==> config.mk <==
export PLATFORM = sky130hd
export DESIGN_NAME = mpbm_ctrl
export DESIGN_NICKNAME = d
export VERILOG_FILES = /design/src/hw/rtl/assert_macros.svh /design/src/hw/rtl/mpbm_pkg.sv /design/src/hw/rtl/mpbm_ctrl.sv
export SDC_FILE = /design/constraint.sdc
export NUM_CORES = 1
export LEC_CHECK = 0
export ABC_AREA = 1
export BUFFER_PORTS_ARGS = -buffer_cell sky130_fd_sc_hd__clkbuf_2
export CAP_MARGIN = 20
export CORE_MARGIN = 5
export CORE_UTILIZATION = 50
export CTS_CLUSTER_DIAMETER = 120
export DETAILED_ROUTE_END_ITERATION = 8
export GPL_ROUTABILITY_DRIVEN = 0
export PLACE_DENSITY = 0.75
export SYNTH_ARGS = -nofsm -noshare
export SYNTH_HDL_FRONTEND = slang
export SYNTH_SLANG_ARGS = --single-unit
export TNS_END_PERCENT = 5
==> constraint.sdc <==
create_clock -name aclk -period 2.75 [get_ports aclk]
set_input_delay 0.1375 -clock aclk [delete_from_list [all_inputs] [get_ports aclk]]
set_output_delay 0.1375 -clock aclk [all_outputs]
set_load 0.05 [all_outputs]
==> src/hw/rtl/assert_macros.svh <==
// Assertion helpers for clocked checks under the block reset
`ifndef ASSERT_MACROS_SVH
`define ASSERT_MACROS_SVH

// Property that must hold at every clock edge out of reset
`define MPBM_ASSERT(lbl, prop, msg) \
    lbl: assert property (@(posedge aclk) disable iff (!aresetn) (prop)) else $error(msg);

// Same-cycle implication
`define MPBM_ASSERT_IMP(lbl, ante, cons, msg) \
    lbl: assert property (@(posedge aclk) disable iff (!aresetn) (ante) |-> (cons)) \
        else $error(msg);

// Next-cycle implication
`define MPBM_ASSERT_NXT(lbl, ante, cons, msg) \
    lbl: assert property (@(posedge aclk) disable iff (!aresetn) (ante) |=> (cons)) \
        else $error(msg);

`endif

==> src/hw/rtl/mpbm_pkg.sv <==
package mpbm_pkg;

    localparam int MPBM_NODES    = 4096;
    localparam int MPBM_ALPHABET = 256;

    localparam logic [1:0] OP_CLEAR   = 2'd0;
    localparam logic [1:0] OP_PATTERN = 2'd1;
    localparam logic [1:0] OP_BUILD   = 2'd2;
    localparam logic [1:0] OP_TEXT    = 2'd3;

    typedef enum logic [4:0] {
        CMD_NONE,
        CMD_LOAD,
        CMD_TAG_SWEEP,
        CMD_ROW_SWEEP,
        CMD_CLEAR,
        CMD_P_RD,
        CMD_P_CHK,
        CMD_P_FIN,
        CMD_B_START,
        CMD_B_RR,
        CMD_B_RC,
        CMD_B_POP,
        CMD_B_U,
        CMD_B_W,
        CMD_B_R1,
        CMD_B_R2,
        CMD_B_R3,
        CMD_T_RD,
        CMD_T_GO,
        CMD_T_WALK,
        CMD_T_CHK,
        CMD_T_OUT
    } mpbm_cmd_t;

    typedef struct packed {
        logic [1:0] op;
        logic       fin;
        logic       built;
        logic       dropped;
        logic       hit;
        logic       can_alloc;
        logic       row_last;
        logic       tag_last;
        logic       q_empty;
        logic       walk_done;
        logic       q_wrap;
        logic       out_busy;
    } mpbm_stat_t;

endpackage

==> src/hw/rtl/mpbm_ctrl.sv <==
module mpbm_ctrl (
    input  logic                aclk,
    input  logic                aresetn,
    input  logic                s_valid,
    output logic                s_ready,
    input  mpbm_pkg::mpbm_stat_t st,
    output mpbm_pkg::mpbm_cmd_t  cmd
);
    import mpbm_pkg::*;

    typedef enum logic [4:0] {
        S_INIT_TAG,
        S_ROWCLR,
        S_IDLE,
        S_DISP,
        S_CLEAR,
        S_PRD,
        S_PCHK,
        S_PROW,
        S_PFIN,
        S_BSTART,
        S_BRR,
        S_BRC,
        S_BPOP,
        S_BU,
        S_BW,
        S_BR1,
        S_BR2,
        S_BR3,
        S_TRD,
        S_TGO,
        S_TWALK,
        S_TCHK,
        S_TFIN,
        S_WRAP_TAG
    } state_t;

    state_t state_reg, state_next;

    assign s_ready = (state_reg == S_IDLE);

    always_comb begin
        state_next = state_reg;
        cmd        = CMD_NONE;
        case (state_reg)
            S_INIT_TAG: begin
                cmd = CMD_TAG_SWEEP;
                if (st.tag_last) state_next = S_ROWCLR;
            end
            S_ROWCLR: begin
                cmd = CMD_ROW_SWEEP;
                if (st.row_last) state_next = S_IDLE;
            end
            S_IDLE: begin
                if (s_valid) begin
                    cmd        = CMD_LOAD;
                    state_next = S_DISP;
                end
            end
            S_DISP: begin
                case (st.op)
                    OP_CLEAR:   state_next = S_CLEAR;
                    OP_PATTERN: begin
                        if (st.built)        state_next = S_IDLE;
                        else if (st.dropped) state_next = S_PFIN;
                        else                 state_next = S_PRD;
                    end
                    OP_BUILD:   state_next = S_BSTART;
                    default:    state_next = S_TRD;
                endcase
            end
            S_CLEAR: begin
                cmd        = CMD_CLEAR;
                state_next = S_ROWCLR;
            end
            S_PRD: begin
                cmd        = CMD_P_RD;
                state_next = S_PCHK;
            end
            S_PCHK: begin
                cmd = CMD_P_CHK;
                if (!st.hit && st.can_alloc) state_next = S_PROW;
                else                         state_next = S_PFIN;
            end
            S_PROW: begin
                cmd = CMD_ROW_SWEEP;
                if (st.row_last) state_next = S_PFIN;
            end
            S_PFIN: begin
                cmd        = CMD_P_FIN;
                state_next = S_IDLE;
            end
            S_BSTART: begin
                cmd        = CMD_B_START;
                state_next = st.built ? S_IDLE : S_BRR;
            end
            S_BRR: begin
                cmd        = CMD_B_RR;
                state_next = S_BRC;
            end
            S_BRC: begin
                cmd        = CMD_B_RC;
                state_next = st.row_last ? S_BPOP : S_BRR;
            end
            S_BPOP: begin
                cmd        = CMD_B_POP;
                state_next = st.q_empty ? S_IDLE : S_BU;
            end
            S_BU: begin
                cmd        = CMD_B_U;
                state_next = S_BW;
            end
            S_BW: begin
                cmd        = CMD_B_W;
                state_next = S_BR1;
            end
            S_BR1: begin
                cmd        = CMD_B_R1;
                state_next = S_BR2;
            end
            S_BR2: begin
                cmd        = CMD_B_R2;
                state_next = S_BR3;
            end
            S_BR3: begin
                cmd        = CMD_B_R3;
                state_next = st.row_last ? S_BPOP : S_BR1;
            end
            S_TRD: begin
                cmd        = CMD_T_RD;
                state_next = S_TGO;
            end
            S_TGO: begin
                cmd        = CMD_T_GO;
                state_next = S_TWALK;
            end
            S_TWALK: begin
                if (st.walk_done) begin
                    state_next = S_TFIN;
                end else begin
                    cmd        = CMD_T_WALK;
                    state_next = S_TCHK;
                end
            end
            S_TCHK: begin
                cmd        = CMD_T_CHK;
                state_next = S_TWALK;
            end
            S_TFIN: begin
                if (!st.fin) begin
                    state_next = S_IDLE;
                end else if (!st.out_busy) begin
                    cmd        = CMD_T_OUT;
                    state_next = st.q_wrap ? S_WRAP_TAG : S_IDLE;
                end
            end
            S_WRAP_TAG: begin
                cmd = CMD_TAG_SWEEP;
                if (st.tag_last) state_next = S_IDLE;
            end
            default: state_next = S_IDLE;
        endcase
    end

    always_ff @(posedge aclk) begin
        if (!aresetn) begin
            state_reg <= S_INIT_TAG;
        end else begin
            state_reg <= state_next;
        end
    end

endmodule

; Yosys cells after proc, flatten, opt, wreduce, memory -nomap -nowiden
; Cells that the tools add are included.
[word_totals]
regBits = 5
word_cells = 63
[op_classes]
n_eq_ne = 31
n_mux = 23
reduce_logical = 8
[op_table]
columns = cell, n
row1 = 5-bit case mux with 22 select lines, 1
row2 = 5-bit case mux with 21 select lines, 1
row3 = 5-bit two-way mux, 11
row4 = "5-bit by 4-bit == test with 1-bit output, second input constant", 8
row5 = "5-bit == test, second input constant", 8
row6 = "5-bit by 3-bit == test with 1-bit output, second input constant", 4
row7 = 4-bit two-way mux, 5
row8 = 5-bit case mux with 3 select lines, 1
row9 = "5-bit by 2-bit == test with 1-bit output, second input constant", 2
row10 = "2-bit != test, second input constant", 5
row11 = 6-bit AND reduction, 1
row12 = 2-bit OR reduction, 3
row13 = "5-bit by 1-bit == test with 1-bit output, second input constant", 1
row14 = 5-bit logical NOT, 1
row15 = 2-bit two-way mux, 2
row16 = 3-bit two-way mux, 1
row17 = "3-bit != test, second input constant", 1
row18 = "2-bit by 1-bit == test with 1-bit output, second input constant", 1
row19 = "2-bit == test, second input constant", 1
row20 = 2-bit logical NOT, 1
row21 = 1-bit logical AND, 1
row22 = 1-bit logical NOT, 1
row23 = 1-bit two-way mux, 1

; Depth between registers and ports, before layout
; Gate-level depths: netlist (run 1).
[logic_depth]
ltp_word = 4
depth_mapped = 12
ltp_nobuf = 11

; Least setup slack after synthesis (run 1)
; Ideal clock, no wire load.
[synth_timing]
path_type = register to register
from = register state_reg[0]
to = register state_reg[1]
arrival_time_ns = 1.798
path_buffers = 1
stages_incl_launch_ff = 12
setup_slack_ns = 0.843
setup_time_ns = 0.109
required_ns = 2.641
cell_sequence = dfxtp_1 buf_6 inv_1 nand3_1 nor2_1 nand2_1 nand2_1 inv_1 nand3_2 a21oi_1 nand2_1 inv_1
[synth_between]
elab_chain_len = 3
[synth_lines]
columns = item, line_no
row1 = start: declaration, mpbm_ctrl.sv:38  ; state_t state_reg, state_next;
row2 = start signal: assignment, mpbm_ctrl.sv:169  ; state_reg <= state_next;
row3 = 5-bit by 2-bit == test with 1-bit output (*), -
row4 = net s_ready, mpbm_ctrl.sv:5  ; output logic s_ready,
row5 = 2-bit != test (no source line), -
row6 = 6-bit AND reduction (no source line), -
; Mark *: on every way through the listed nets, which the timed path passes. The rest lies on a longest branch.
; A chain may end at the register's enable or synchronous reset.

; Final worst setup path (run 1)
[layout_timing]
from = register state_reg[4]
to = output cmd[2]
[layout_between]
elab_chain_len = 3
[layout_lines]
columns = item, line_no
row1 = "5-bit == test, or another cell as far along", mpbm_ctrl.sv:45  ; case (state_reg)
row2 = 2-bit OR reduction (no source line), -
row3 = 5-bit case mux with 21 select lines (*), mpbm_ctrl.sv:45
row4 = end: declaration, mpbm_ctrl.sv:7  ; output mpbm_pkg::mpbm_cmd_t cmd
; Every way passes the cells marked *; elsewhere a longest branch is shown, timed or not.

==> impl_results.html, run 1 <==
<table>
<tr><th>Metric</th><th>Value</th></tr>
<tr><th colspan="2">Outcome</th></tr>
<tr><td>Outcome</td><td>finished, final reports clean</td></tr>
<tr><th colspan="2">Clock tree</th></tr>
<tr><td>Post-CTS Hold Fix Bufs</td><td>0</td></tr>
<tr><td>CTS tree</td><td>built</td></tr>
<tr><td>Clock input transition at the sequential cells of the worst setup and hold paths</td><td>0.04 ns</td></tr>
<tr><td>Total number of H-tree levels</td><td>1</td></tr>
<tr><td>Maximum clock path buffer count</td><td>2</td></tr>
<tr><td>CTS-repair resized insts</td><td>0</td></tr>
<tr><td>Clk Latency, worst-skew pair</td><td>between 0.2 and 0.25 ns</td></tr>
<tr><td>TritonCTS buffer count</td><td>3</td></tr>
<tr><td>Root buffer cell</td><td>sky130_fd_sc_hd__clkbuf_4</td></tr>
<tr><td>Post-CTS Repair Setup Buffers</td><td>0</td></tr>
<tr><td>Number of clock sinks seen by CTS</td><td>5</td></tr>
<tr><th colspan="2">Worst setup path</th></tr>
<tr><td>Type of destination of the critical path</td><td>output port</td></tr>
<tr><td>Count of cell instances traversed by the critical path</td><td>7</td></tr>
<tr><td>Critical path endpoint</td><td>cmd[2]</td></tr>
<tr><td>Worst setup slack for register-to-register paths</td><td>1.04 ns</td></tr>
<tr><td>Critical R2R Capture</td><td>state_reg[1]</td></tr>
<tr><td>Launch point of the critical path</td><td>state_reg[4]</td></tr>
<tr><td>Critical path buffer and inverter count</td><td>1</td></tr>
<tr><td>Crit path arrival time</td><td>around 2.0 ns</td></tr>
<tr><td>Path depth of the worst reg2reg path</td><td>11</td></tr>
<tr><td>Setup CP Type</td><td>reg -&gt; out</td></tr>
<tr><td>Required time at the endpoint of the critical path</td><td>about 2.6 ns</td></tr>
<tr><td>Critical path's largest stage delay</td><td>roughly 0.53 ns</td></tr>
<tr><td>Slowest CP cell</td><td>sky130_fd_sc_hd__dfxtp_1</td></tr>
<tr><td>Largest delay contributor family on the critical path</td><td>simple AND/OR/NAND/NOR gates</td></tr>
<tr><td>Reg-to-reg critical path startpoint</td><td>state_reg[4]</td></tr>
<tr><td>Critical-path maximum fanout</td><td>8</td></tr>
<tr><td>Cell-by-cell listing of the critical path</td><td>nand3_1 &gt; nor2_2 &gt; nand2_1 &gt; nor2_1 &gt; a21oi_1 &gt; o2111ai_1 &gt; clkbuf_2</td></tr>
<tr><td>Category of the worst setup path launch point</td><td>flip-flop</td></tr>
<tr><th colspan="2">Yosys</th></tr>
<tr><td>Proportion of synthesized chip area in sequential cells</td><td>about a tenth</td></tr>
<tr><td>Average footprint of a synthesized cell</td><td>between 4 and 5 um^2</td></tr>
<tr><td>Gate Count Post-Synth</td><td>192</td></tr>
<tr><td>Flip-flop and latch count after synthesis</td><td>5</td></tr>
<tr><td>Number of distinct standard cells referenced by the synthesized netlist</td><td>24</td></tr>
<tr><td>Synthesized net count</td><td>between 200 and 250</td></tr>
<tr><td>EDFF count, synth</td><td>0</td></tr>
<tr><td>Synth async-reset ratio</td><td>0%</td></tr>
<tr><td>Synthesized cell area</td><td>948 um^2</td></tr>
<tr><td>Most frequently used flop master after synthesis</td><td>sky130_fd_sc_hd__dfxtp_1</td></tr>
<tr><td>Synthesis warning total</td><td>0</td></tr>
<tr><th colspan="2">Floorplanning</th></tr>
<tr><td>Width of the die</td><td>roughly 54 um</td></tr>
<tr><td>Floorplan die height</td><td>53.6 um</td></tr>
<tr><td>Core ar.</td><td>about 1800 um^2</td></tr>
<tr><td>Area enclosed by the die boundary</td><td>2870 um^2</td></tr>
<tr><td>Cell row count</td><td>15</td></tr>
<tr><td>Top Ports</td><td>22</td></tr>
<tr><td>Initial Utilization</td><td>53.8%</td></tr>
<tr><th colspan="2">GRT</th></tr>
<tr><td>Vias in the first global route</td><td>1,142</td></tr>
<tr><td>Overall fraction of global-route tracks in use</td><td>22.2%</td></tr>
<tr><td>Maximum number of pins on one net before global-route repair</td><td>9</td></tr>
<tr><td>Wire length of the first global-routing pass</td><td>between 4 and 5 mm</td></tr>
<tr><td>Global-route congestion overflow total</td><td>0</td></tr>
<tr><td>Number of antenna violations at the first check in global routing</td><td>0</td></tr>
<tr><th colspan="2">Final layout</th></tr>
<tr><td>Share of layout cells above drive strength 1</td><td>between 15 and 20%</td></tr>
<tr><td>Most frequent standard cell in the layout excluding fill and tap cells</td><td>sky130_fd_sc_hd__nand2_1</td></tr>
<tr><td>Area growth syn-to-layout</td><td>14.8%</td></tr>
<tr><td>NumNets Final</td><td>~230</td></tr>
<tr><td>Antenna diode count</td><td>0</td></tr>
<tr><td>Flip-flop count of the largest register, all copies and words added</td><td>5</td></tr>
<tr><td>Commonest cells after routing, fill and taps aside</td><td>sky130_fd_sc_hd__nand2_1, sky130_fd_sc_hd__nor2_1, sky130_fd_sc_hd__inv_1</td></tr>
<tr><th colspan="2">STA</th></tr>
<tr><td>Final-report hold violation count</td><td>0</td></tr>
<tr><td>Number of setup violations in the final report</td><td>0</td></tr>
<tr><td>Total Negative Setup Slacks</td><td>0 ns</td></tr>
<tr><td>Fin crit share</td><td>around four fifths</td></tr>
<tr><td>Normalized max-slew margin</td><td>between 70% and 80%</td></tr>
<tr><td>Actual slew at the worst max-slew pin</td><td>0.411 ns</td></tr>
<tr><td>RSZ-0062 raised after global routing</td><td>no</td></tr>
<tr><td>Number of max-slew violations in the final report</td><td>0</td></tr>
<tr><td>Minimum hold slack</td><td>~0.19 ns</td></tr>
<tr><td>Clock skew after layout</td><td>roughly 0.0034 ns</td></tr>
<tr><td>Period minus WS final</td><td>2.16 ns</td></tr>
<tr><td>Achievable clock frequency</td><td>between 400 and 500 MHz</td></tr>
<tr><th colspan="2">Routing</th></tr>
<tr><td>Post-DR vias/cell</td><td>about 5.5</td></tr>
<tr><td>Violation count after the first detailed-route iteration</td><td>83</td></tr>
<tr><td>Count of TritonRoute iterations in the first routing pass</td><td>6</td></tr>
<tr><td>Antenna-violating nets left</td><td>0</td></tr>
<tr><td>Vias after detailed routing</td><td>1,326</td></tr>
<tr><td>DRC violations left</td><td>0</td></tr>
<tr><td>Routed len/inst</td><td>around 12 um</td></tr>
<tr><td>Post-Route WL</td><td>between 2 and 3 mm</td></tr>
<tr><th colspan="2">Pwr</th></tr>
<tr><td>Power density over the cells</td><td>about 640 nW/um^2</td></tr>
<tr><td>Overall power consumption</td><td>approximately 690 uW</td></tr>
<tr><td>Worst VDD drop</td><td>between 0.0004 and 0.0005 V</td></tr>
<tr><td>Static Leak</td><td>0.000646 uW</td></tr>
<tr><th colspan="2">Hold path</th></tr>
<tr><td>Class of the worst hold path</td><td>in -&gt; reg</td></tr>
<tr><th colspan="2">Place</th></tr>
<tr><td>Number of buffers inserted by port buffering</td><td>21</td></tr>
<tr><td>Dpl hpwl</td><td>around 2.5 mm</td></tr>
<tr><th colspan="2">Flow run</th></tr>
<tr><td>Number of max-cap violations</td><td>0</td></tr>
</table>
==> per-stage QoR <==
stage          std cells  setup slack (ns)  utilization, %  instance area [um^2]
6_report             240             0.585            61.7                  1090
5_1_grt              240             0.453            61.7                  1090
4_1_cts              240             0.625            61.7                  1090
3_5_place_dp         236             0.884            60.2                  1060
3_3_place_gp         236             0.970            60.2                  1060
2_1_floorplan        192             0.843               -                   948
==> tightest hold or removal path: stages <==
cell	delay, ns
sky130_fd_sc_hd__clkbuf_2	0.08
sky130_fd_sc_hd__inv_1	0.07
sky130_fd_sc_hd__nor2_1	0.10
==> report_power, final <==
part	total [uW]	switching, uW	internal, uW
clock network	82.4	27.7	54.7
logic	498	361	137
registers	114	26.8	86.8
total	694	416	279
==> cell usage after synthesis (2+ instances only) <==
library cell               count  share of area, %
sky130_fd_sc_hd__o211ai_1      4               3.2
sky130_fd_sc_hd__a21oi_1      10               5.3
sky130_fd_sc_hd__nand2_2       2               1.3
sky130_fd_sc_hd__nor3_1        3               1.6
sky130_fd_sc_hd__dfxtp_1       5                11
sky130_fd_sc_hd__nand3_1      18               9.5
sky130_fd_sc_hd__inv_2         2              0.79
sky130_fd_sc_hd__o21ai_0       3               1.6
sky130_fd_sc_hd__inv_1        27                11
sky130_fd_sc_hd__nand2_1      56                22
sky130_fd_sc_hd__nand3b_1      2               1.6
sky130_fd_sc_hd__nor2_1       42                17
sky130_fd_sc_hd__nor4_1        2               1.3
sky130_fd_sc_hd__nor2_2        5               3.3
sky130_fd_sc_hd__buf_6         2               2.4
==> per-layer routing <==
layer / global-route usage, % / wire length, um / up-vias
li1: - / - / 663
met1: 28.8 / 1190 / 555
met2: 36.7 / 1280 / 92
met3: 6.09 / 332 / 16
met4: 4.26 / 108 / 0
met5: 0 / 0 / -
==> cell type report <==
type	instances	area, um^2
Clock buffer	4	26.3
Multi-Input combinational cell	156	717
Sequential cell	5	100
Tap cell	25	31.3
Timing Repair Buffer	21	105
Inverter	29	109
Fill cell	197	676
==> cells by family after synthesis <==
kind of cell    count (synthesis)  share of synthesized area, %
compound gates                 22                          14.5
buf+inv                        31                          13.9
flops                           5                          10.6
simple gates                  134                          61.1
==> how the worst min path moves through the flow <==
| stage | start | endpoint | cells after the start |
|---|---|---|---|
| global route | aresetn | state_reg[3] | 3 |
| global placement | aresetn | state_reg[3] | 3 |
| CTS | aresetn | state_reg[3] | 3 |
| detailed placement | aresetn | state_reg[3] | 3 |
| finish | aresetn | state_reg[3] | 3 |
| floorplan | aresetn | state_reg[3] | 2 |
(Power assumes the default switching activity.)
==> run 2, diff against run 1 <==
--- a/config.mk
+++ b/config.mk
@@ -9,7 +9,7 @@
 export BUFFER_PORTS_ARGS = -buffer_cell sky130_fd_sc_hd__clkbuf_2
 export CAP_MARGIN = 20
 export CORE_MARGIN = 5
-export CORE_UTILIZATION = 50
+export CORE_UTILIZATION = 48
 export CTS_CLUSTER_DIAMETER = 120
 export DETAILED_ROUTE_END_ITERATION = 8
 export GPL_ROUTABILITY_DRIVEN = 0
==> constraint.sdc (replaced) <==
create_clock -name aclk -period 1.8 [get_ports aclk]
set_input_delay 0.09 -clock aclk [delete_from_list [all_inputs] [get_ports aclk]]
set_output_delay 0.09 -clock aclk [all_outputs]
set_load 0.05 [all_outputs]
==> impl_results.html, run 2 (same netlist as run 1, synthesis figures left out) <==
<table>
<tr><th>Metric</th><th>Value</th></tr>
<tr><th colspan="2">Outcome</th></tr>
<tr><td>Outcome</td><td>finished with violations (was finished, final reports clean)</td></tr>
<tr><td>Violated checks</td><td>negative setup slack</td></tr>
<tr><th colspan="2">Worst setup path</th></tr>
<tr><td>Critical path's most frequent cell</td><td>sky130_fd_sc_hd__nand2_1</td></tr>
<tr><td>Category of the worst setup path launch point</td><td>flip-flop (unchanged)</td></tr>
<tr><td>Cell-by-cell listing of the critical path</td><td>nand2_1 &gt; inv_1 &gt; nand2_1 &gt; o21ai_0 &gt; nor4_1 &gt; nand3_1 &gt; buf_6 (was nand3_1 &gt; nor2_2 &gt; nand2_1 &gt; nor2_1 &gt; a21oi_1 &gt; o2111ai_1 &gt; clkbuf_2)</td></tr>
<tr><td>Type of destination of the critical path</td><td>output port (unchanged)</td></tr>
<tr><td>Largest delay contributor family on the critical path</td><td>simple AND/OR/NAND/NOR gates (unchanged)</td></tr>
<tr><td>Critical path's largest stage delay</td><td>0.37 ns (was 0.53 ns)</td></tr>
<tr><td>Crit path arrival time</td><td>1.71 ns (was 2.03 ns)</td></tr>
<tr><td>Critical path buffer and inverter count</td><td>2 (was 1)</td></tr>
<tr><td>Setup CP Type</td><td>reg -&gt; out (unchanged)</td></tr>
<tr><td>Slowest CP cell</td><td>sky130_fd_sc_hd__dfxtp_4 (was sky130_fd_sc_hd__dfxtp_1)</td></tr>
<tr><td>Critical-path maximum fanout</td><td>7 (was 8)</td></tr>
<tr><td>Required time at the endpoint of the critical path</td><td>1.71 ns (was 2.61 ns)</td></tr>
<tr><th colspan="2">Final layout</th></tr>
<tr><td>Commonest cells after routing, fill and taps aside</td><td>sky130_fd_sc_hd__nand2_1, sky130_fd_sc_hd__nor2_1, sky130_fd_sc_hd__inv_1 (unchanged)</td></tr>
<tr><td>Antenna diode count</td><td>0 (unchanged)</td></tr>
<tr><td>Area growth syn-to-layout</td><td>33.8% (was 14.8%)</td></tr>
<tr><td>Share of layout cells above drive strength 1</td><td>30.8% (was 17.2%)</td></tr>
<tr><td>NumNets Final</td><td>241 (was 232)</td></tr>
<tr><td>Most frequent standard cell in the layout excluding fill and tap cells</td><td>sky130_fd_sc_hd__nand2_1 (unchanged)</td></tr>
<tr><td>Non-filler cells, final</td><td>251 (was 240)</td></tr>
<tr><td>Flip-flop count of the largest register, all copies and words added</td><td>5 (unchanged)</td></tr>
<tr><th colspan="2">Clock tree</th></tr>
<tr><td>Maximum clock path buffer count</td><td>2 (unchanged)</td></tr>
<tr><td>Post-CTS Hold Fix Bufs</td><td>0 (unchanged)</td></tr>
<tr><td>Total number of H-tree levels</td><td>1 (unchanged)</td></tr>
<tr><td>Clk Latency, worst-skew pair</td><td>0.23 ns (was 0.24 ns)</td></tr>
<tr><td>TritonCTS buffer count</td><td>3 (unchanged)</td></tr>
<tr><td>Root buffer cell</td><td>sky130_fd_sc_hd__clkbuf_4 (unchanged)</td></tr>
<tr><td>Number of clock sinks seen by CTS</td><td>5 (unchanged)</td></tr>
<tr><td>CTS tree</td><td>built (unchanged)</td></tr>
<tr><td>Clock input transition at the sequential cells of the worst setup and hold paths</td><td>0.04 ns (about the same)</td></tr>
<tr><th colspan="2">Pwr</th></tr>
<tr><td>Worst VDD drop</td><td>0.000614 V (was 0.000500 V)</td></tr>
<tr><td>Sw Pwr</td><td>711 uW (was 416 uW)</td></tr>
<tr><td>Overall power consumption</td><td>1240 uW (was 694 uW)</td></tr>
<tr><td>Internal power</td><td>524 uW (was 279 uW)</td></tr>
<tr><td>Static Leak</td><td>0.000711 uW (was 0.000646 uW)</td></tr>
<tr><td>Gate power share</td><td>75.0% (was 71.8%)</td></tr>
<tr><td>Clock Power Share</td><td>10.1% (was 11.9%)</td></tr>
<tr><td>Power share of the sequential group</td><td>14.8% (was 16.4%)</td></tr>
<tr><td>Power density over the cells</td><td>974 nW/um^2 (was 638 nW/um^2)</td></tr>
<tr><td>Net switching share of the total power</td><td>57.6% (was 59.9%)</td></tr>
<tr><th colspan="2">GRT</th></tr>
<tr><td>Wire length of the first global-routing pass</td><td>4.82 mm (was 4.73 mm)</td></tr>
<tr><td>Number of antenna violations at the first check in global routing</td><td>0 (unchanged)</td></tr>
<tr><td>Vias in the first global route</td><td>1,160 (was 1,142)</td></tr>
<tr><td>Global-route congestion overflow total</td><td>0 (unchanged)</td></tr>
<tr><td>Maximum number of pins on one net before global-route repair</td><td>9 (unchanged)</td></tr>
<tr><td>Overall fraction of global-route tracks in use</td><td>22.1% (was 22.2%)</td></tr>
<tr><th colspan="2">Floorplanning</th></tr>
<tr><td>Area enclosed by the die boundary</td><td>2960 um^2 (was 2870 um^2)</td></tr>
<tr><td>Core ar.</td><td>1920 um^2 (was 1760 um^2)</td></tr>
<tr><td>Top Ports</td><td>22 (unchanged)</td></tr>
<tr><td>Cell row count</td><td>16 (was 15)</td></tr>
<tr><td>Initial Utilization</td><td>49.3% (was 53.8%)</td></tr>
<tr><td>Width of the die</td><td>54.5 um (was 53.6 um)</td></tr>
<tr><td>Floorplan die height</td><td>54.5 um (was 53.6 um)</td></tr>
<tr><th colspan="2">STA</th></tr>
<tr><td>RSZ-0062 raised after global routing</td><td>yes (was no)</td></tr>
<tr><td>Number of max-slew violations in the final report</td><td>0 (unchanged)</td></tr>
<tr><td>Achievable clock frequency</td><td>554 MHz</td></tr>
<tr><td>Final-report hold violation count</td><td>0 (unchanged)</td></tr>
<tr><td>Actual slew at the worst max-slew pin</td><td>0.317 ns (was 0.411 ns)</td></tr>
<tr><td>Number of setup violations in the final report</td><td>1 (was 0)</td></tr>
<tr><td>Final worst-path setup slack</td><td>-0.00376 ns (was 0.585 ns)</td></tr>
<tr><td>Fin crit share</td><td>100%</td></tr>
<tr><td>Period minus WS final</td><td>approximately 1.8 ns</td></tr>
<tr><td>Clock skew after layout</td><td>0.00175 ns (was 0.00344 ns)</td></tr>
<tr><td>Normalized max-slew margin</td><td>78.8% (was 72.5%)</td></tr>
<tr><th colspan="2">Routing</th></tr>
<tr><td>DRC violations left</td><td>0 (unchanged)</td></tr>
<tr><td>Antenna-violating nets left</td><td>0 (unchanged)</td></tr>
<tr><td>Routed len/inst</td><td>12.7 um (was 12.1 um)</td></tr>
<tr><td>Violation count after the first detailed-route iteration</td><td>89 (was 83)</td></tr>
<tr><td>Post-DR vias/cell</td><td>5.41 (was 5.53)</td></tr>
<tr><td>Post-Route WL</td><td>3.18 mm (was 2.91 mm)</td></tr>
<tr><td>Vias after detailed routing</td><td>1,359 (was 1,326)</td></tr>
<tr><td>Count of TritonRoute iterations in the first routing pass</td><td>4 (was 6)</td></tr>
<tr><th colspan="2">Place</th></tr>
<tr><td>Number of cells after detailed placement</td><td>243 (was 236)</td></tr>
<tr><td>Dpl hpwl</td><td>2.59 mm (was 2.50 mm)</td></tr>
<tr><td>Number of buffers inserted by port buffering</td><td>21 (unchanged)</td></tr>
<tr><th colspan="2">Flow run</th></tr>
<tr><td>Number of max-cap violations</td><td>0 (unchanged)</td></tr>
<tr><th colspan="2">Hold path</th></tr>
<tr><td>Class of the worst hold path</td><td>in -&gt; reg (unchanged)</td></tr>
</table>
[run 2: changes by cell type in the layout (fill, tap and decap cells not counted), sizes merged]
cell / change
buf: +13
clkbuf: -4
[run 2: layer usage]
layer  global-route usage, %  share of wire [%]  vias to the layer above
met3                    3.54                 12                       10
met2                    37.5                 46                       85
met5                       0                  0                        -
li1                        -                  -                      678
met4                    6.64                2.4                        0
met1                    28.4                 39                      586
[run 2: what timing repair did]
action,CTS,global route
buffers inserted,0,4
setup endpoints to repair,4,4
resized for setup,14,27
pin swaps,1,6
[run 2: path summary, 6_finish.rpt]
| check | start | endpoint | slack [ns] | cells past startpoint |
|---|---|---|---|---|
| max | state_reg[2] | cmd[1] | -0.004 | 7 |
| min | aresetn | state_reg[4] | 0.14 | 3 |
| max reg2reg | state_reg[2] | state_reg[1] | 0.25 | 11 |
| min reg2reg | state_reg[2] | state_reg[2] | 0.54 | 2 |
[run 2: per-stage QoR]
stage | area, um^2 | setup WS (ns) | utilization (%) | setup TNS [ns] | hold slack, ns
finish | 1270 | -0.00376 | 66.0 | -0.00376 | 0.143
global route | 1270 | -0.0198 | 66.0 | -0.0313 | 0.180
CTS | 1170 | 0.00586 | 61.0 | 0 | 0.141
detailed placement | 1100 | 0.0919 | 57.5 | 0 | 0.391
global placement | 1100 | 0.0814 | 57.5 | 0 | 0.387
floorplan | 951 | 0.147 | - | 0 | 0.263
[run 2: layout make-up]
cell class / count / area (um^2)
well taps: 27 / 33.8
repair buffers: 30 / 198
clock buffers: 4 / 26.3
flip-flops and latches: 5 / 116
multi-input cells: 156 / 786
fillers: 191 / 653
inverters: 29 / 109
[run 2: tightest hold or removal path, stage by stage]
cell and delay, ns:
sky130_fd_sc_hd__clkbuf_2 0.08, sky130_fd_sc_hd__inv_1 0.11, sky130_fd_sc_hd__a21oi_1 0.05
[run 2: power groups by stage]
stage | clock (uW) | combinational [uW] | sequential (uW)
floorplan | 0 | 621 | 153
global placement | 0 | 798 | 170
detailed placement | 0 | 797 | 171
CTS | 130 | 825 | 178
global route | 133 | 1000 | 187
finish | 125 | 927 | 183
==> run 3, diff against run 2 <==
--- a/config.mk
+++ b/config.mk
@@ -13,6 +13,7 @@
 export CTS_CLUSTER_DIAMETER = 120
 export DETAILED_ROUTE_END_ITERATION = 8
 export GPL_ROUTABILITY_DRIVEN = 0
+export HOLD_SLACK_MARGIN = 0.15
 export PLACE_DENSITY = 0.75
 export SYNTH_ARGS = -nofsm -noshare
 export SYNTH_HDL_FRONTEND = slang
==> impl_results.html, run 3 (same netlist as run 1, synthesis figures left out) <==
<table>
<tr><th>Metric</th><th>Value</th></tr>
<tr><th colspan="2">Clock tree</th></tr>
<tr><td>Total number of H-tree levels</td><td>1 (unchanged)</td></tr>
<tr><td>TritonCTS buffer count</td><td>3 (unchanged)</td></tr>
<tr><td>Number of clock sinks seen by CTS</td><td>5 (unchanged)</td></tr>
<tr><td>Root buffer cell</td><td>sky130_fd_sc_hd__clkbuf_4 (unchanged)</td></tr>
<tr><td>CTS tree</td><td>built (unchanged)</td></tr>
<tr><td>Clock input transition at the sequential cells of the worst setup and hold paths</td><td>0.04 ns (about the same)</td></tr>
<tr><td>Clk Latency, worst-skew pair</td><td>0.24 ns (was 0.23 ns)</td></tr>
<tr><td>Maximum clock path buffer count</td><td>2 (unchanged)</td></tr>
<tr><th colspan="2">GRT</th></tr>
<tr><td>Vias in the first global route</td><td>1,169 (was 1,160)</td></tr>
<tr><td>Overall fraction of global-route tracks in use</td><td>22.2% (was 22.1%)</td></tr>
<tr><td>Wire length of the first global-routing pass</td><td>4.85 mm (was 4.82 mm)</td></tr>
<tr><td>Global-route congestion overflow total</td><td>0 (unchanged)</td></tr>
<tr><td>Maximum number of pins on one net before global-route repair</td><td>9 (unchanged)</td></tr>
<tr><td>Number of antenna violations at the first check in global routing</td><td>0 (unchanged)</td></tr>
<tr><th colspan="2">Worst setup path</th></tr>
<tr><td>Required time at the endpoint of the critical path</td><td>1.71 ns (about the same)</td></tr>
<tr><td>Crit path arrival time</td><td>1.70 ns (was 1.71 ns)</td></tr>
<tr><td>Category of the worst setup path launch point</td><td>flip-flop (unchanged)</td></tr>
<tr><td>Type of destination of the critical path</td><td>output port (unchanged)</td></tr>
<tr><td>Worst setup slack for register-to-register paths</td><td>0.25 ns (about the same)</td></tr>
<tr><td>Path depth of the worst reg2reg path</td><td>11 (unchanged)</td></tr>
<tr><td>Launch point of the critical path</td><td>state_reg[2] (unchanged)</td></tr>
<tr><td>Reg-to-reg critical path startpoint</td><td>state_reg[0] (was state_reg[2])</td></tr>
<tr><td>Critical R2R Capture</td><td>state_reg[0] (was state_reg[1])</td></tr>
<tr><td>Setup CP Type</td><td>reg -&gt; out (unchanged)</td></tr>
<tr><td>Critical-path maximum fanout</td><td>7 (unchanged)</td></tr>
<tr><th colspan="2">Pwr</th></tr>
<tr><td>Power share of the sequential group</td><td>14.7% (was 14.8%)</td></tr>
<tr><td>Net switching share of the total power</td><td>57.7% (was 57.6%)</td></tr>
<tr><td>Sw Pwr</td><td>716 uW (was 711 uW)</td></tr>
<tr><td>Clock Power Share</td><td>10.4% (was 10.1%)</td></tr>
<tr><td>Power density over the cells</td><td>972 nW/um^2 (was 974 nW/um^2)</td></tr>
<tr><td>Worst VDD drop</td><td>0.000614 V (about the same)</td></tr>
<tr><td>Overall power consumption</td><td>1240 uW (about the same)</td></tr>
<tr><td>Internal power</td><td>526 uW (was 524 uW)</td></tr>
<tr><td>Static Leak</td><td>0.000715 uW (was 0.000711 uW)</td></tr>
<tr><td>Gate power share</td><td>74.9% (was 75.0%)</td></tr>
<tr><th colspan="2">Routing</th></tr>
<tr><td>Post-Route WL</td><td>3.24 mm (was 3.18 mm)</td></tr>
<tr><td>Antenna-violating nets left</td><td>0 (unchanged)</td></tr>
<tr><td>Count of TritonRoute iterations in the first routing pass</td><td>4 (unchanged)</td></tr>
<tr><td>Routed len/inst</td><td>12.9 um (was 12.7 um)</td></tr>
<tr><td>Post-DR vias/cell</td><td>5.37 (was 5.41)</td></tr>
<tr><td>DRC violations left</td><td>0 (unchanged)</td></tr>
<tr><td>Vias after detailed routing</td><td>1,354 (was 1,359)</td></tr>
<tr><td>Violation count after the first detailed-route iteration</td><td>87 (was 89)</td></tr>
<tr><th colspan="2">STA</th></tr>
<tr><td>Fin crit share</td><td>99.2% (was 100%)</td></tr>
<tr><td>Number of max-slew violations in the final report</td><td>0 (unchanged)</td></tr>
<tr><td>Actual slew at the worst max-slew pin</td><td>0.317 ns (about the same)</td></tr>
<tr><td>Number of setup violations in the final report</td><td>0 (was 1)</td></tr>
<tr><td>Normalized max-slew margin</td><td>78.8% (about the same)</td></tr>
<tr><td>Achievable clock frequency</td><td>560 MHz (was 554 MHz)</td></tr>
<tr><td>RSZ-0062 raised after global routing</td><td>yes (unchanged)</td></tr>
<tr><td>Minimum hold slack</td><td>0.328 ns (was 0.143 ns)</td></tr>
<tr><td>Final worst-path setup slack</td><td>0.0136 ns (was -0.00376 ns)</td></tr>
<tr><td>Final-report hold violation count</td><td>0 (unchanged)</td></tr>
<tr><td>Period minus WS final</td><td>1.79 ns (was 1.80 ns)</td></tr>
<tr><td>Clock skew after layout</td><td>0.00293 ns (was 0.00175 ns)</td></tr>
<tr><th colspan="2">Final layout</th></tr>
<tr><td>Core utilization of the finished layout</td><td>66.5% (was 66.0%)</td></tr>
<tr><td>Area growth syn-to-layout</td><td>34.8% (was 33.8%)</td></tr>
<tr><td>Post-Layout Inst Area</td><td>1280 um^2 (was 1270 um^2)</td></tr>
<tr><td>Commonest cells after routing, fill and taps aside</td><td>sky130_fd_sc_hd__nand2_1, sky130_fd_sc_hd__nor2_1, sky130_fd_sc_hd__inv_1 (unchanged)</td></tr>
<tr><td>Flip-flop count of the largest register, all copies and words added</td><td>5 (unchanged)</td></tr>
<tr><td>Antenna diode count</td><td>0 (unchanged)</td></tr>
<tr><td>Most frequent standard cell in the layout excluding fill and tap cells</td><td>sky130_fd_sc_hd__nand2_1 (unchanged)</td></tr>
<tr><td>FILL cells</td><td>191 (unchanged)</td></tr>
<tr><td>Share of layout cells above drive strength 1</td><td>30.7% (was 30.8%)</td></tr>
<tr><td>NumNets Final</td><td>242 (was 241)</td></tr>
<tr><th colspan="2">Hold path</th></tr>
<tr><td>Class of the worst hold path</td><td>in -&gt; reg (unchanged)</td></tr>
<tr><td>Instance count along the most critical hold path</td><td>6 (was 3)</td></tr>
<tr><td>Min-delay src</td><td>st[10] (was aresetn)</td></tr>
<tr><td>Hold-critical path endpoint</td><td>state_reg[2] (was state_reg[4])</td></tr>
<tr><th colspan="2">Outcome</th></tr>
<tr><td>Outcome</td><td>finished, final reports clean (was finished with violations)</td></tr>
<tr><th colspan="2">Floorplanning</th></tr>
<tr><td>Cell row count</td><td>16 (unchanged)</td></tr>
<tr><td>Area enclosed by the die boundary</td><td>2960 um^2 (unchanged)</td></tr>
<tr><td>Initial Utilization</td><td>49.3% (unchanged)</td></tr>
<tr><td>Core ar.</td><td>1920 um^2 (unchanged)</td></tr>
<tr><td>Top Ports</td><td>22 (unchanged)</td></tr>
<tr><td>Floorplan die height</td><td>54.5 um (unchanged)</td></tr>
<tr><td>Width of the die</td><td>54.5 um (unchanged)</td></tr>
<tr><th colspan="2">Place</th></tr>
<tr><td>Number of buffers inserted by port buffering</td><td>21 (unchanged)</td></tr>
<tr><td>Area after detailed placement</td><td>1100 um^2 (unchanged)</td></tr>
<tr><td>DP Worst Slack</td><td>0.0919 ns (unchanged)</td></tr>
<tr><td>Dpl hpwl</td><td>2.59 mm (unchanged)</td></tr>
<tr><th colspan="2">Flow run</th></tr>
<tr><td>Number of max-cap violations</td><td>0 (unchanged)</td></tr>
</table>
run 3: cell types whose count changed in the layout (fill, tap and decap cells not counted):
cell / change
sky130_fd_sc_hd__dlygate4sd3_1: +1
run 3: per-layer routing:
metal  wire, um  share of wire [%]  vias to the layer above  track usage [%]
met3        364                 11                       10             3.54
met4         76                2.3                        0             6.64
met2       1480                 46                       80             37.6
li1           -                  -                      678                -
met1       1330                 41                      586             28.6
met5          0                  0                        -                0
run 3: power by group through the flow:
stage,sequential (uW),combinational (uW),clock [uW]
floorplan,153,621,0
global placement,170,798,0
detailed placement,171,797,0
CTS,178,827,130
global route,187,1000,133
finish,183,931,129
run 3: timing repair:
item | 4_1_cts | 5_1_grt
pin swaps | 1 | 6
setup buffers | 0 | 4
resized for setup | 14 | 27
setup endpoints to repair | 4 | 4
hold buffers | 1 | 0
hold endpoints to repair | 3 | 0
run 3: how the worst max path moves through the flow:
stage                         to  slack, ns  depth (start not counted)
floorplan           state_reg[1]       0.15                         11
global placement          cmd[2]       0.08                          8
detailed placement        cmd[2]       0.09                          8
CTS                       cmd[2]      0.006                          8
global route              cmd[0]      -0.02                          7
finish                    cmd[1]       0.01                          7
run 3: area by class of cell:
type	count	area, um^2	area share [%]
clock buffers	4	26.3	2.05
inverters	29	109	8.51
multi-input cells	156	786	61.4
flip-flops and latches	5	116	9.10
well taps	27	33.8	2.64
repair buffers	31	208	16.2
run 3: worst max-delay path: stages (launching register included):
cell and delay (ns):
sky130_fd_sc_hd__dfxtp_4 0.37, sky130_fd_sc_hd__nand2_1 0.15, sky130_fd_sc_hd__inv_1 0.10, sky130_fd_sc_hd__nand2_1 0.11
sky130_fd_sc_hd__o21ai_0 0.09, sky130_fd_sc_hd__nor4_1 0.32, sky130_fd_sc_hd__nand3_1 0.14, sky130_fd_sc_hd__buf_6 0.17
run 3: metrics by stage:
| step | instances | setup TNS (ns) |
|---|---|---|
| 6_report | 252 | 0 |
| 5_1_grt | 252 | -0.0313 |
| 4_1_cts | 248 | 0 |
| 3_5_place_dp | 243 | 0 |
| 3_3_place_gp | 243 | 0 |
| 2_1_floorplan | 192 | 0 |
